$ cat src/hw/rtl/lpl_pkg.sv
// ----------------------------------------------------------------------------
// lpl_pkg
// Shared types and constants for the lookahead peak limiter.
// ----------------------------------------------------------------------------
package lpl_pkg;

    localparam int MAX_LOOKAHEAD_DEFAULT = 64;
    localparam int SAMPLE_W              = 24;
    localparam int OUT_W                 = 22;
    localparam int CEIL_W                = 23;
    localparam int COEF_W                = 24;
    localparam int LEN_W                 = 7;
    localparam int CFG_IDX_W             = 2;
    localparam int CFG_DATA_W            = 24;
    localparam int QUEUE_DEPTH           = 2;
    localparam int QPTR_W                = 1;
    localparam int DIV_STEPS             = 23;
    localparam int DIV_CNT_W             = 5;
    localparam int PROD_W                = 48;

    localparam logic [COEF_W-1:0] UNITY_Q23 = 24'd8388608;
    localparam logic [PROD_W-1:0] HALF_Q23  = 48'd4194304;
    localparam logic [20:0]       ONE_Q20   = 21'd1048576;

    localparam logic [CEIL_W-1:0] CEILING_RESET = 23'd1048576;
    localparam logic [COEF_W-1:0] ATTACK_RESET  = 24'd8215652;
    localparam logic [COEF_W-1:0] RELEASE_RESET = 24'd8386861;
    localparam logic [LEN_W-1:0]  LENGTH_RESET  = 7'd48;

    localparam logic [CFG_IDX_W-1:0] CFG_CEILING   = 2'd0;
    localparam logic [CFG_IDX_W-1:0] CFG_ATTACK    = 2'd1;
    localparam logic [CFG_IDX_W-1:0] CFG_RELEASE   = 2'd2;
    localparam logic [CFG_IDX_W-1:0] CFG_LOOKAHEAD = 2'd3;

    typedef struct packed {
        logic signed [SAMPLE_W-1:0] pcm_sample;
        logic                       last_of_block;
    } sample_item_t;

    typedef struct packed {
        logic signed [OUT_W-1:0] out_sample;
        logic                    last_out;
    } result_item_t;

    typedef struct packed {
        logic signed [SAMPLE_W-1:0] sample;
        logic signed [SAMPLE_W-1:0] delayed;
        logic                       last;
    } queue_item_t;

    typedef struct packed {
        logic [CEIL_W-1:0] ceiling;
        logic [COEF_W-1:0] attack_coef;
        logic [COEF_W-1:0] release_coef;
        logic [LEN_W-1:0]  lookahead;
    } lpl_cfg_t;

    typedef enum logic [2:0] {
        BK_IDLE,
        BK_DIV,
        BK_MUL_A,
        BK_MUL_B,
        BK_GAIN,
        BK_APPLY,
        BK_EMIT
    } back_state_t;

    function automatic logic [SAMPLE_W-1:0] abs_sample(input logic signed [SAMPLE_W-1:0] v);
        logic [SAMPLE_W-1:0] u;
        u = v;
        return v[SAMPLE_W-1] ? (~u + 24'd1) : u;
    endfunction

    function automatic logic [COEF_W-1:0] sat_coef(input logic [COEF_W-1:0] c);
        return (c > UNITY_Q23) ? UNITY_Q23 : c;
    endfunction

endpackage

$ cat src/hw/rtl/lpl_queue.sv
// ----------------------------------------------------------------------------
// lpl_queue
// Short queue between the front and back parts of the limiter.
// ----------------------------------------------------------------------------
module lpl_queue (
    input  logic                clk,
    input  logic                rst_n,
    input  logic                push,
    input  lpl_pkg::queue_item_t push_item,
    output logic                full,
    input  logic                pop,
    output lpl_pkg::queue_item_t pop_item,
    output logic                empty
);
    import lpl_pkg::*;

    queue_item_t              entry_reg [QUEUE_DEPTH];
    logic [QPTR_W-1:0]        wr_ptr_reg;
    logic [QPTR_W-1:0]        wr_ptr_next;
    logic [QPTR_W-1:0]        rd_ptr_reg;
    logic [QPTR_W-1:0]        rd_ptr_next;
    logic [QPTR_W:0]          count_reg;
    logic [QPTR_W:0]          count_next;

    assign full     = (count_reg == (QPTR_W+1)'(QUEUE_DEPTH));
    assign empty    = (count_reg == '0);
    assign pop_item = entry_reg[rd_ptr_reg];

    always_comb
    begin
        wr_ptr_next = push ? wr_ptr_reg + 1'b1 : wr_ptr_reg;
        rd_ptr_next = pop ? rd_ptr_reg + 1'b1 : rd_ptr_reg;
        count_next  = count_reg;
        if (push && !pop)
        begin
            count_next = count_reg + 1'b1;
        end
        else if (pop && !push)
        begin
            count_next = count_reg - 1'b1;
        end
    end

    always_ff @(posedge clk or negedge rst_n)
    begin
        if (!rst_n)
        begin
            wr_ptr_reg <= '0;
            rd_ptr_reg <= '0;
            count_reg  <= '0;
        end
        else
        begin
            wr_ptr_reg <= wr_ptr_next;
            rd_ptr_reg <= rd_ptr_next;
            count_reg  <= count_next;
        end
    end

    always_ff @(posedge clk)
    begin
        if (push)
        begin
            entry_reg[wr_ptr_reg] <= push_item;
        end
    end

endmodule

$ cat config.mk
export PLATFORM = sky130hd
export DESIGN_NAME = lpl_queue
export DESIGN_NICKNAME = d
export VERILOG_FILES = /design/src/hw/rtl/lpl_pkg.sv /design/src/hw/rtl/lpl_queue.sv
export SDC_FILE = /design/constraint.sdc
export NUM_CORES = 1
export LEC_CHECK = 0
export BUFFER_PORTS_ARGS = -buffer_cell sky130_fd_sc_hd__buf_4
export CORE_MARGIN = 4
export CORE_UTILIZATION = 56
export CTS_BUF_LIST = sky130_fd_sc_hd__clkbuf_4 sky130_fd_sc_hd__clkbuf_8 sky130_fd_sc_hd__clkbuf_16
export CTS_CLUSTER_DIAMETER = 200
export DETAILED_ROUTE_END_ITERATION = 6
export GPL_TIMING_DRIVEN = 1
export MAX_ROUTING_LAYER = met4
export PLACE_DENSITY = 0.85
export SETUP_SLACK_MARGIN = 0.05
export SKIP_CTS_REPAIR_TIMING = 1
export SLEW_MARGIN = 30
export SYNTH_ARGS = -nofsm -noshare
export SYNTH_HDL_FRONTEND = slang
export SYNTH_SLANG_ARGS = --single-unit
$ cat constraint.sdc
create_clock -name clk -period 5.5 [get_ports clk]
set_input_delay 0.55 -clock clk [delete_from_list [all_inputs] [get_ports clk]]
set_output_delay 0.55 -clock clk [all_outputs]
set_load 0.01 [all_outputs]
==> metrics <==
Area growth syn-to-layout=26.53%; clk slew on worst S/H paths=0.09 ns; Data required, critical path=4.95 ns; Cell Area, Synth=3976 um2; Core ar.=6832 um2; pin count of the biggest net entering global routing=51; initial antenna violation count=0; Placer Congestion=0.7194; fmax=0.4036 GHz; setup ws final=3.022 ns; clk_lat worst skew=0.34 ns; WHS=0.3830 ns; fraction of registers with async set/reset=0.03922; Fin. Hold Viols=0; Internal Power=1.834 mW; gr busiest metal=met2; Routed Antenna Nets=0; CTS Sinks=102; Die Width=92.27 um; met1 usage=0.1958; status=finished, final reports clean; drt drc=0; area share of the largest cell type after synthesis=0.7401; Post-synth top flop=edfxtp_1; data arrival time of the worst path=1.93 ns; Yosys cell types=12; Synth area leader=edfxtp_1; total CTS buffers=9; post-synthesis net count=223; layout cells sized above 1=0.6021; setup tns final=0 ns; static leakage=2.042 nW; Max Cap Viol=0; Max Clock Skew=0.006001 ns; H-tree depth=3; Gate power share=0.313; CP max FO=50; root buf cell=clkbuf_8; PwrDens=497.1 nW/um2; nets@finish=333; vias in the first global route=1975; startpoint types=flip-flop; vias per cell=4.934; Clock Tree Buf Depth=2; initial core utilization=0.5821; vias post-DR=1875; sequential share of power=0.472; die area=8513 um2; worst hold path class=in -> reg; Ys Warns=0; Slew HR=0.3858; grt ovf=0; net switching power of the design=0.6672 mW; M2 GR Usage=0.2494; register area share after synthesis=0.7653; Placed Cells=363; GRT met3 Usage=0.04758; fin crit share=0.4505; Detailed Route Iter0 Violations=90; Seq cells post-synth=102; shortest period the worst path allows=2.478 ns; Gate Count Post-Synth=169; Worst Tran Pin Value=0.9213 ns; drt first pass iters=4; routed len/inst=17.17 um; Buffers on Ports=103; number of flops mapped to enable cells by yosys=98; Final Max Tran Viols=0; RSZ-0062 raised after global routing=no; Placed Area=4780 um2; crit end category=output port; # setup viols final=0; Layout Cells excl Fill=380; Layout fillers=444; Sw Ratio=0.2668; global-route wire length before repair=9818 um; max FFs per register=98; Clock power frac=0.215; Avg Cell Area, Syn=23.53 um2; Routed WL=6526 um; ant diodes=0; GRT Total Usage=0.1586; Area contributors post-synth=edfxtp_1 (74%), mux2_4 (19%), buf_12 (2.5%), dfrtp_1 (2.5%), xor2_1 (0.88%); Setup CP Type=reg -> out; site row count=30; pre-CTS WS=3.384 ns; TritonCTS clock tree=done; Peak VDD IR=0.4160 mV; most frequent cells after synthesis=edfxtp_1 (98), mux2_4 (49), buf_12 (5); count leader, synth=edfxtp_1; IO Pins=104; Chip Height=92.27 um; Design Area, Final=5031 um2
[routing by layer]
metal | vias to the layer above | share of wire | wire length (um)
li1 | 875 | - | -
met2 | 80 | 0.49 | 3197
met5 | - | 0 | 0
met3 | 9 | 0.083 | 544
met1 | 911 | 0.41 | 2703
met4 | 0 | 0.012 | 80
[kinds of logic after synthesis]
family	Yosys count	share of synthesized area
muxes	49	0.1850
DFF	102	0.7653
and+or+nand+nor	5	0.006609
adders and majority gates	1	0.003146
buffers and inverters	7	0.02895
xor gates and xnor gates	5	0.01101
[power groups by stage]
stage	clock network [mW]	logic [mW]	registers [mW]
3_3_place_gp	0	0.785	1.19
5_1_grt	0.592	0.831	1.20
2_1_floorplan	0	0.626	1.09
6_report	0.538	0.783	1.18
3_5_place_dp	0	0.795	1.20
4_1_cts	0.550	0.798	1.18
[cells in the final DEF (no fill, tap or decap)]
| master | netlist | routed |
|---|---|---|
| clkbuf_8 | 0 | 9 |
| clkbuf_4 | 0 | 1 |
| clkinv_1 | 0 | 1 |
| nor2b_1 | 2 | 1 |
| ha_1 | 1 | 1 |
| buf_4 | 0 | 104 |
| bufinv_16 | 0 | 3 |
| mux2_4 | 49 | 49 |
| xor2_1 | 4 | 4 |
| xnor2_1 | 1 | 1 |
| nor2_1 | 2 | 2 |
| dfrtp_1 | 4 | 3 |
| edfxtp_1 | 98 | 98 |
| dlygate4sd3_1 | 0 | 1 |
| clkinv_4 | 0 | 1 |
| inv_1 | 1 | 1 |
| and2_4 | 0 | 1 |
| nor2b_4 | 0 | 1 |
| dfrtp_4 | 0 | 1 |
| clkinvlp_4 | 0 | 1 |
[final cells by class]
class,instances,area [um2],share of cell area
Clock buffer,10,131.4,0.02611
Sequential cell,102,3047,0.6056
Inverter,1,3.754,0.0007461
Timing Repair Buffer,105,790.8,0.1572
Tap cell,96,120.1,0.02387
Multi-Input combinational cell,60,828.3,0.1646
Clock inverter,6,110.1,0.02189
[critical path, stage by stage, from the launching register on]
cell and delay, ns:
dfrtp_4 1.04, mux2_4 0.36, buf_4 0.14
[path summary, 6_finish.rpt]
check / startpoint / endpoint / slack, ns / cells past startpoint
max: rd_ptr_reg$_DFFE_PN0P_ / pop_item[30] / 3.02 / 2
min: push_item[13] / entry_reg[1][13]$_DFFE_PP_ / 0.38 / 1
max reg2reg: wr_ptr_reg$_DFFE_PN0P_ / entry_reg[0][14]$_DFFE_PP_ / 3.67 / 2
min reg2reg: count_reg[1]$_DFFE_PN0P_ / count_reg[1]$_DFFE_PN0P_ / 0.53 / 1
max in group asynchronous: rst_n / rd_ptr_reg$_DFFE_PN0P_ / 4.85 / 2
min in group asynchronous: rst_n / wr_ptr_reg$_DFFE_PN0P_ / 0.53 / 2
[through the flow]
stage	power, mW	utilization
after detailed placement	1.996	0.6996
after global routing	2.620	0.7364
final	2.501	0.7364
after global placement	1.976	0.6995
after CTS	2.533	0.7350
after floorplan	1.716	-
No activity file was read; power rests on OpenSTA's default activity.
