**src/hw/rtl/lpl_pkg.sv**
```systemverilog
// ----------------------------------------------------------------------------
// lpl_pkg
// Shared types and constants for the lookahead peak limiter.
// ----------------------------------------------------------------------------
package lpl_pkg;

    localparam int MAX_LOOKAHEAD_DEFAULT = 64;
    localparam int SAMPLE_W              = 24;
    localparam int OUT_W                 = 22;
    localparam int CEIL_W                = 23;
    localparam int COEF_W                = 24;
    localparam int LEN_W                 = 7;
    localparam int CFG_IDX_W             = 2;
    localparam int CFG_DATA_W            = 24;
    localparam int QUEUE_DEPTH           = 2;
    localparam int QPTR_W                = 1;
    localparam int DIV_STEPS             = 23;
    localparam int DIV_CNT_W             = 5;
    localparam int PROD_W                = 48;

    localparam logic [COEF_W-1:0] UNITY_Q23 = 24'd8388608;
    localparam logic [PROD_W-1:0] HALF_Q23  = 48'd4194304;
    localparam logic [20:0]       ONE_Q20   = 21'd1048576;

    localparam logic [CEIL_W-1:0] CEILING_RESET = 23'd1048576;
    localparam logic [COEF_W-1:0] ATTACK_RESET  = 24'd8215652;
    localparam logic [COEF_W-1:0] RELEASE_RESET = 24'd8386861;
    localparam logic [LEN_W-1:0]  LENGTH_RESET  = 7'd48;

    localparam logic [CFG_IDX_W-1:0] CFG_CEILING   = 2'd0;
    localparam logic [CFG_IDX_W-1:0] CFG_ATTACK    = 2'd1;
    localparam logic [CFG_IDX_W-1:0] CFG_RELEASE   = 2'd2;
    localparam logic [CFG_IDX_W-1:0] CFG_LOOKAHEAD = 2'd3;

    typedef struct packed {
        logic signed [SAMPLE_W-1:0] pcm_sample;
        logic                       last_of_block;
    } sample_item_t;

    typedef struct packed {
        logic signed [OUT_W-1:0] out_sample;
        logic                    last_out;
    } result_item_t;

    typedef struct packed {
        logic signed [SAMPLE_W-1:0] sample;
        logic signed [SAMPLE_W-1:0] delayed;
        logic                       last;
    } queue_item_t;

    typedef struct packed {
        logic [CEIL_W-1:0] ceiling;
        logic [COEF_W-1:0] attack_coef;
        logic [COEF_W-1:0] release_coef;
        logic [LEN_W-1:0]  lookahead;
    } lpl_cfg_t;

    typedef enum logic [2:0] {
        BK_IDLE,
        BK_DIV,
        BK_MUL_A,
        BK_MUL_B,
        BK_GAIN,
        BK_APPLY,
        BK_EMIT
    } back_state_t;

    function automatic logic [SAMPLE_W-1:0] abs_sample(input logic signed [SAMPLE_W-1:0] v);
        logic [SAMPLE_W-1:0] u;
        u = v;
        return v[SAMPLE_W-1] ? (~u + 24'd1) : u;
    endfunction

    function automatic logic [COEF_W-1:0] sat_coef(input logic [COEF_W-1:0] c);
        return (c > UNITY_Q23) ? UNITY_Q23 : c;
    endfunction

endpackage

```
**src/hw/rtl/lpl_ram.sv**
```systemverilog
// ----------------------------------------------------------------------------
// lpl_ram
// Generic single-write, single-read RAM with registered read data.
// ----------------------------------------------------------------------------
module lpl_ram #(
    parameter int WIDTH = 24,
    parameter int DEPTH = 64,
    parameter int AW    = (DEPTH > 1) ? $clog2(DEPTH) : 1
) (
    input  logic             clk,
    input  logic             we,
    input  logic [AW-1:0]    waddr,
    input  logic [WIDTH-1:0] wdata,
    input  logic             re,
    input  logic [AW-1:0]    raddr,
    output logic [WIDTH-1:0] rdata
);

    logic [WIDTH-1:0] mem [DEPTH];
    logic [WIDTH-1:0] rdata_reg;

    always_ff @(posedge clk)
    begin
        if (we)
        begin
            mem[waddr] <= wdata;
        end
        if (re)
        begin
            rdata_reg <= mem[raddr];
        end
    end

    assign rdata = rdata_reg;

endmodule

```
**src/hw/rtl/lpl_front.sv**
```systemverilog
// ----------------------------------------------------------------------------
// lpl_front
// Accepts samples, runs the lookahead delay ring and hands each sample with
// its delayed partner to the queue.
// ----------------------------------------------------------------------------
module lpl_front #(
    parameter int MAX_LOOKAHEAD = lpl_pkg::MAX_LOOKAHEAD_DEFAULT
) (
    input  logic                 clk,
    input  logic                 rst_n,
    input  logic [lpl_pkg::LEN_W-1:0] lookahead,
    input  logic                 sample_valid,
    output logic                 sample_stall,
    input  lpl_pkg::sample_item_t sample_item,
    output logic                 push,
    output lpl_pkg::queue_item_t push_item,
    input  logic                 queue_full
);
    import lpl_pkg::*;

    localparam int AW = (MAX_LOOKAHEAD > 1) ? $clog2(MAX_LOOKAHEAD) : 1;
    localparam int CW = (AW + 1 > LEN_W) ? AW + 1 : LEN_W;

    logic [AW-1:0]              ring_pos_reg;
    logic [AW-1:0]              ring_pos_next;
    logic [MAX_LOOKAHEAD-1:0]   written_reg;
    logic                       stage_vld_reg;
    logic                       stage_vld_next;
    logic                       stage_hit_reg;
    logic signed [SAMPLE_W-1:0] stage_x_reg;
    logic                       stage_last_reg;
    logic [CW-1:0]              len;
    logic [CW-1:0]              pos_inc;
    logic [AW-1:0]              pos;
    logic                       accept;
    logic [SAMPLE_W-1:0]        ram_rdata;

    always_comb
    begin
        if (lookahead == '0)
        begin
            len = CW'(1);
        end
        else if (int'(lookahead) > MAX_LOOKAHEAD)
        begin
            len = CW'(MAX_LOOKAHEAD);
        end
        else
        begin
            len = CW'(lookahead);
        end
        pos           = (CW'(ring_pos_reg) < len) ? ring_pos_reg : '0;
        pos_inc       = CW'(pos) + CW'(1);
        ring_pos_next = (pos_inc >= len) ? '0 : pos_inc[AW-1:0];
    end

    assign push         = stage_vld_reg && !queue_full;
    assign sample_stall = stage_vld_reg && queue_full;
    assign accept       = sample_valid && !sample_stall;
    assign stage_vld_next = accept || (stage_vld_reg && !push);

    assign push_item.sample  = stage_x_reg;
    assign push_item.delayed = stage_hit_reg ? signed'(ram_rdata) : '0;
    assign push_item.last    = stage_last_reg;

    lpl_ram #(
        .WIDTH (SAMPLE_W),
        .DEPTH (MAX_LOOKAHEAD),
        .AW    (AW)
    ) u_ring (
        .clk   (clk),
        .we    (accept),
        .waddr (pos),
        .wdata (sample_item.pcm_sample),
        .re    (accept),
        .raddr (pos),
        .rdata (ram_rdata)
    );

    always_ff @(posedge clk or negedge rst_n)
    begin
        if (!rst_n)
        begin
            ring_pos_reg  <= '0;
            written_reg   <= '0;
            stage_vld_reg <= 1'b0;
            stage_hit_reg <= 1'b0;
        end
        else
        begin
            stage_vld_reg <= stage_vld_next;
            if (accept)
            begin
                ring_pos_reg     <= ring_pos_next;
                written_reg[pos] <= 1'b1;
                stage_hit_reg    <= written_reg[pos];
            end
        end
    end

    always_ff @(posedge clk)
    begin
        if (accept)
        begin
            stage_x_reg    <= sample_item.pcm_sample;
            stage_last_reg <= sample_item.last_of_block;
        end
    end

endmodule

```
**config.mk**
```make
export PLATFORM = sky130hd
export DESIGN_NAME = lpl_front
export DESIGN_NICKNAME = d
export VERILOG_FILES = /design/src/hw/rtl/lpl_pkg.sv /design/src/hw/rtl/lpl_ram.sv /design/src/hw/rtl/lpl_front.sv
export SDC_FILE = /design/constraint.sdc
export NUM_CORES = 1
export LEC_CHECK = 0
export ABC_CLOCK_PERIOD_IN_PS = 7250
export BUFFER_PORTS_ARGS = -buffer_cell sky130_fd_sc_hd__buf_2
export CAP_MARGIN = 10
export CORE_MARGIN = 5
export CORE_UTILIZATION = 45
export DETAILED_ROUTE_END_ITERATION = 10
export HOLD_SLACK_MARGIN = 0.02
export PLACE_DENSITY = 0.58
export SYNTH_ARGS = -nofsm -noshare
export SYNTH_HDL_FRONTEND = slang
export SYNTH_HIERARCHICAL = 1
export SYNTH_SLANG_ARGS = --single-unit
```
**constraint.sdc**
```tcl
create_clock -name clk -period 7.25 [get_ports clk]
set_input_delay 0 -clock clk [delete_from_list [all_inputs] [get_ports clk]]
set_output_delay 0 -clock clk [all_outputs]
set_load 0.01 [all_outputs]
```
==> impl_metrics.toml <==
[clock_network]
clk_latency_ns = 0.80
cts-root-buf = "clkbuf_16"
cts_resized = 0
cts_buffer_depth = 3
path_clk_slew_ns = 0.06
h-tree-depth = 4
numCtsBuffers = 169
cts_tree = "done"
cts_sinks = 1657

[critical_path]
crit_buf_inv = 1
critical_path_class = "reg -> reg"
slowest_stage = "dfrtp_1"
crit_chain = "ha_1, nand3_1, a21oi_2, nor3_2, nand2_1, inv_2, nor2b_1, a22oi_1, a221oi_1, a31oi_1, o21a_1"
crit_required_ns = 7.80
critPathCaptureType = "flip-flop"
arrival_ns = 6.70
reg2reg_depth = 11
r2r_start = "ring_pos_reg[1]"
rrSetupSlack_ns = 1.10
cpPeakStageDelay_ns = 0.95
cp-start-kind = "flip-flop"
cp_top_family = "simple AND/OR/NAND/NOR gates"
rr_endpoint = "u_ring/rdata[8]"
critical_path.max_fanout = 36

[min_path]
whs_endpoint = "ring_pos_reg[5]"
worstHoldStart = "lookahead[2]"
holdPathStages = 5
holdCritPathClass = "in -> reg"

[logic_synthesis]
ys_seq_elements = 1657
postSynthAreaPerCell_um2 = 21.3
synth_fp_nets = 3059
async_flop_share_pct = 4.35
synth-edff-count = 1585
yosysWarnings = 6
yosysSeqAreaShare_pct = 76.9
synth_area_mm2 = 0.0642
ys_types = 71
synthCells = 3010
synth-main-ff-cell = "edfxtp_1"

[global_route]
grt_pass1_wl_mm = 241
antenna_found_initial = 17
grt_pass1_vias = 32300
track_usage_pct = 22.3
grt_remaining_overflow = 0
grt_max_degree = 87

[detailed_routing]
vias_per_cell = 6.14
drtIter0Drc = 3985
drt_pass1_iterations = 5
drcViolationCount = 0
vias = 32500
wl_per_cell_um = 31.9
drt_wl_total_mm = 169
drtAntennaViolNets = 0

[floorplan]
fp.dieW_um = 388
start_util_pct = 45.3
die_area_mm2 = 0.150
die_height_um = 388
rows = 138
core_mm2 = 0.142
pin_count = 87

[sta]
period_share_pct = 84.9
max_slew_margin_pct = 11.2
finalCriticalPeriod_ns = 6.15
setup-tns-final_ns = 0
slew_viol_final = 0
worstMarginPinSlew_ns = 1.33
hold_viol = 0
rsz0062_at_grt = "false"
setup_viol = 0
holdWs_ns = 0.144
final.setup_skew_ns = 0.0290
fmax_ghz = 0.163

[status]
status = "finished, final reports clean"

[placement]
port_buffers = 86
place_congestion = 0.874
dp_hpwl_mm = 98.8

[run]
drv_cap = 0

[power_and_ir_drop]
ir_worst_vdd_mv = 0.256
power_density_mw_per_mm2 = 403
p_leak_nw = 23.4

[final_layout]
mostFrequentLayoutCells = "edfxtp_1, mux4_2, clkbuf_16, buf_4, mux2i_1"
area_growth_pct = 14.0
mostFrequentLayoutCell = "edfxtp_1"
nNetsFinal = 3320
drive_gt1_share_pct = 28.2
largest_register_ffs = 1536
-- final cells by class --
cell class	count	area (µm²)
sequential	1657	49400
tap	1890	2360
timing repair buffer	249	1930
antenna	8	20.0
clock buffer	203	4400
fill	11100	68400
multi-input combinational	1173	14000
clock inverter	93	963
inverter	21	87.6
-- how the worst max path moves through the flow --
| stage | end | startpoint | slack, ns | depth (start not counted) |
|---|---|---|---|---|
| after CTS | u_ring/rdata[8] | ring_pos_reg[1] | 1.19 | 11 |
| after global routing | u_ring/rdata[21] | ring_pos_reg[1] | 0.75 | 11 |
| final | u_ring/rdata[8] | ring_pos_reg[1] | 1.10 | 11 |
| after floorplan | u_ring/mem[49][0] | stage_vld_reg | 2.21 | 7 |
| after detailed placement | u_ring/rdata[8] | ring_pos_reg[1] | 1.22 | 11 |
| after global placement | u_ring/rdata[8] | ring_pos_reg[1] | 1.31 | 11 |
-- Yosys cell counts, types with 7 or more instances --
cell type / n / area, µm²
buf_1: 14 / 52.6
a221o_1: 7 / 70.1
edfxtp_1: 1585 / 47600
a31oi_1: 14 / 87.6
buf_6: 10 / 113
nor3_1: 10 / 50.1
and3_1: 18 / 113
o21bai_1: 24 / 180
nor2_1: 107 / 402
nand2_1: 62 / 233
or3_1: 10 / 62.6
buf_2: 48 / 240
buf_4: 32 / 240
a21o_1: 33 / 248
o21ai_0: 19 / 95.1
inv_1: 18 / 67.6
a21oi_1: 29 / 145
nor2b_1: 12 / 75.1
o21a_1: 13 / 97.6
clkbuf_1: 51 / 191
and2_1: 28 / 175
dfrtp_1: 72 / 1800
a221oi_1: 54 / 473
ha_1: 13 / 163
mux2_2: 55 / 619
nand3_1: 38 / 190
nand2b_1: 9 / 56.3
mux2i_1: 102 / 1020
o22ai_1: 57 / 357
a22oi_1: 30 / 225
mux4_2: 359 / 8090
-- logic make-up after synthesis --
family	count (synthesis)	synth area share (%)
xor+xnor	3	0.0409
fa+ha+maj	13	0.253
flops	1657	76.9
simple gates	322	2.48
mux	517	15.2
buf+inv	180	1.49
compound gates	318	3.61
-- per-stage QoR --
step / utilization (%) / worst slack (ns) / total power [mW] / instance area (µm²) / cells
CTS: 51.7 / 1.19 / 29.7 / 73200 / 5285
detailed placement: 47.6 / 1.22 / 21.2 / 67500 / 4954
global placement: 47.6 / 1.31 / 21.2 / 67400 / 4953
finish: 51.7 / 1.10 / 29.5 / 73200 / 5294
global route: 51.7 / 0.752 / 30.7 / 73200 / 5286
floorplan: - / 2.21 / 18.0 / 64200 / 3010
-- worst reg2reg max path, stage by stage (launching register included) --
cell      delay (ns)
dfrtp_1         0.95
ha_1            0.40
nand3_1         0.12
a21oi_2         0.08
nor3_2          0.76
nand2_1         0.39
inv_2           0.74
nor2b_1         0.99
a22oi_1         0.18
a221oi_1        0.80
a31oi_1         0.29
o21a_1          0.22
-- power by group --
group          total, mW  switching, mW  internal [mW]
clock               8.43           3.65           4.78
sequential          11.2          0.213           11.0
combinational       9.90           5.69           4.21
-- layer usage --
| layer | share of wire, % | track usage, % |
|---|---|---|
| met1 | 42 | 33.5 |
| met2 | 45 | 33.3 |
| met3 | 9.6 | 5.15 |
| met4 | 2.6 | 6.06 |
| met5 | 0.020 | 0 |
-- timing repair --
action	CTS	global route
hold buffers	35	0
setup buffers	0	0
hold endpoints to repair	1654	0
Note: power is estimated with default switching activity, not from simulation.
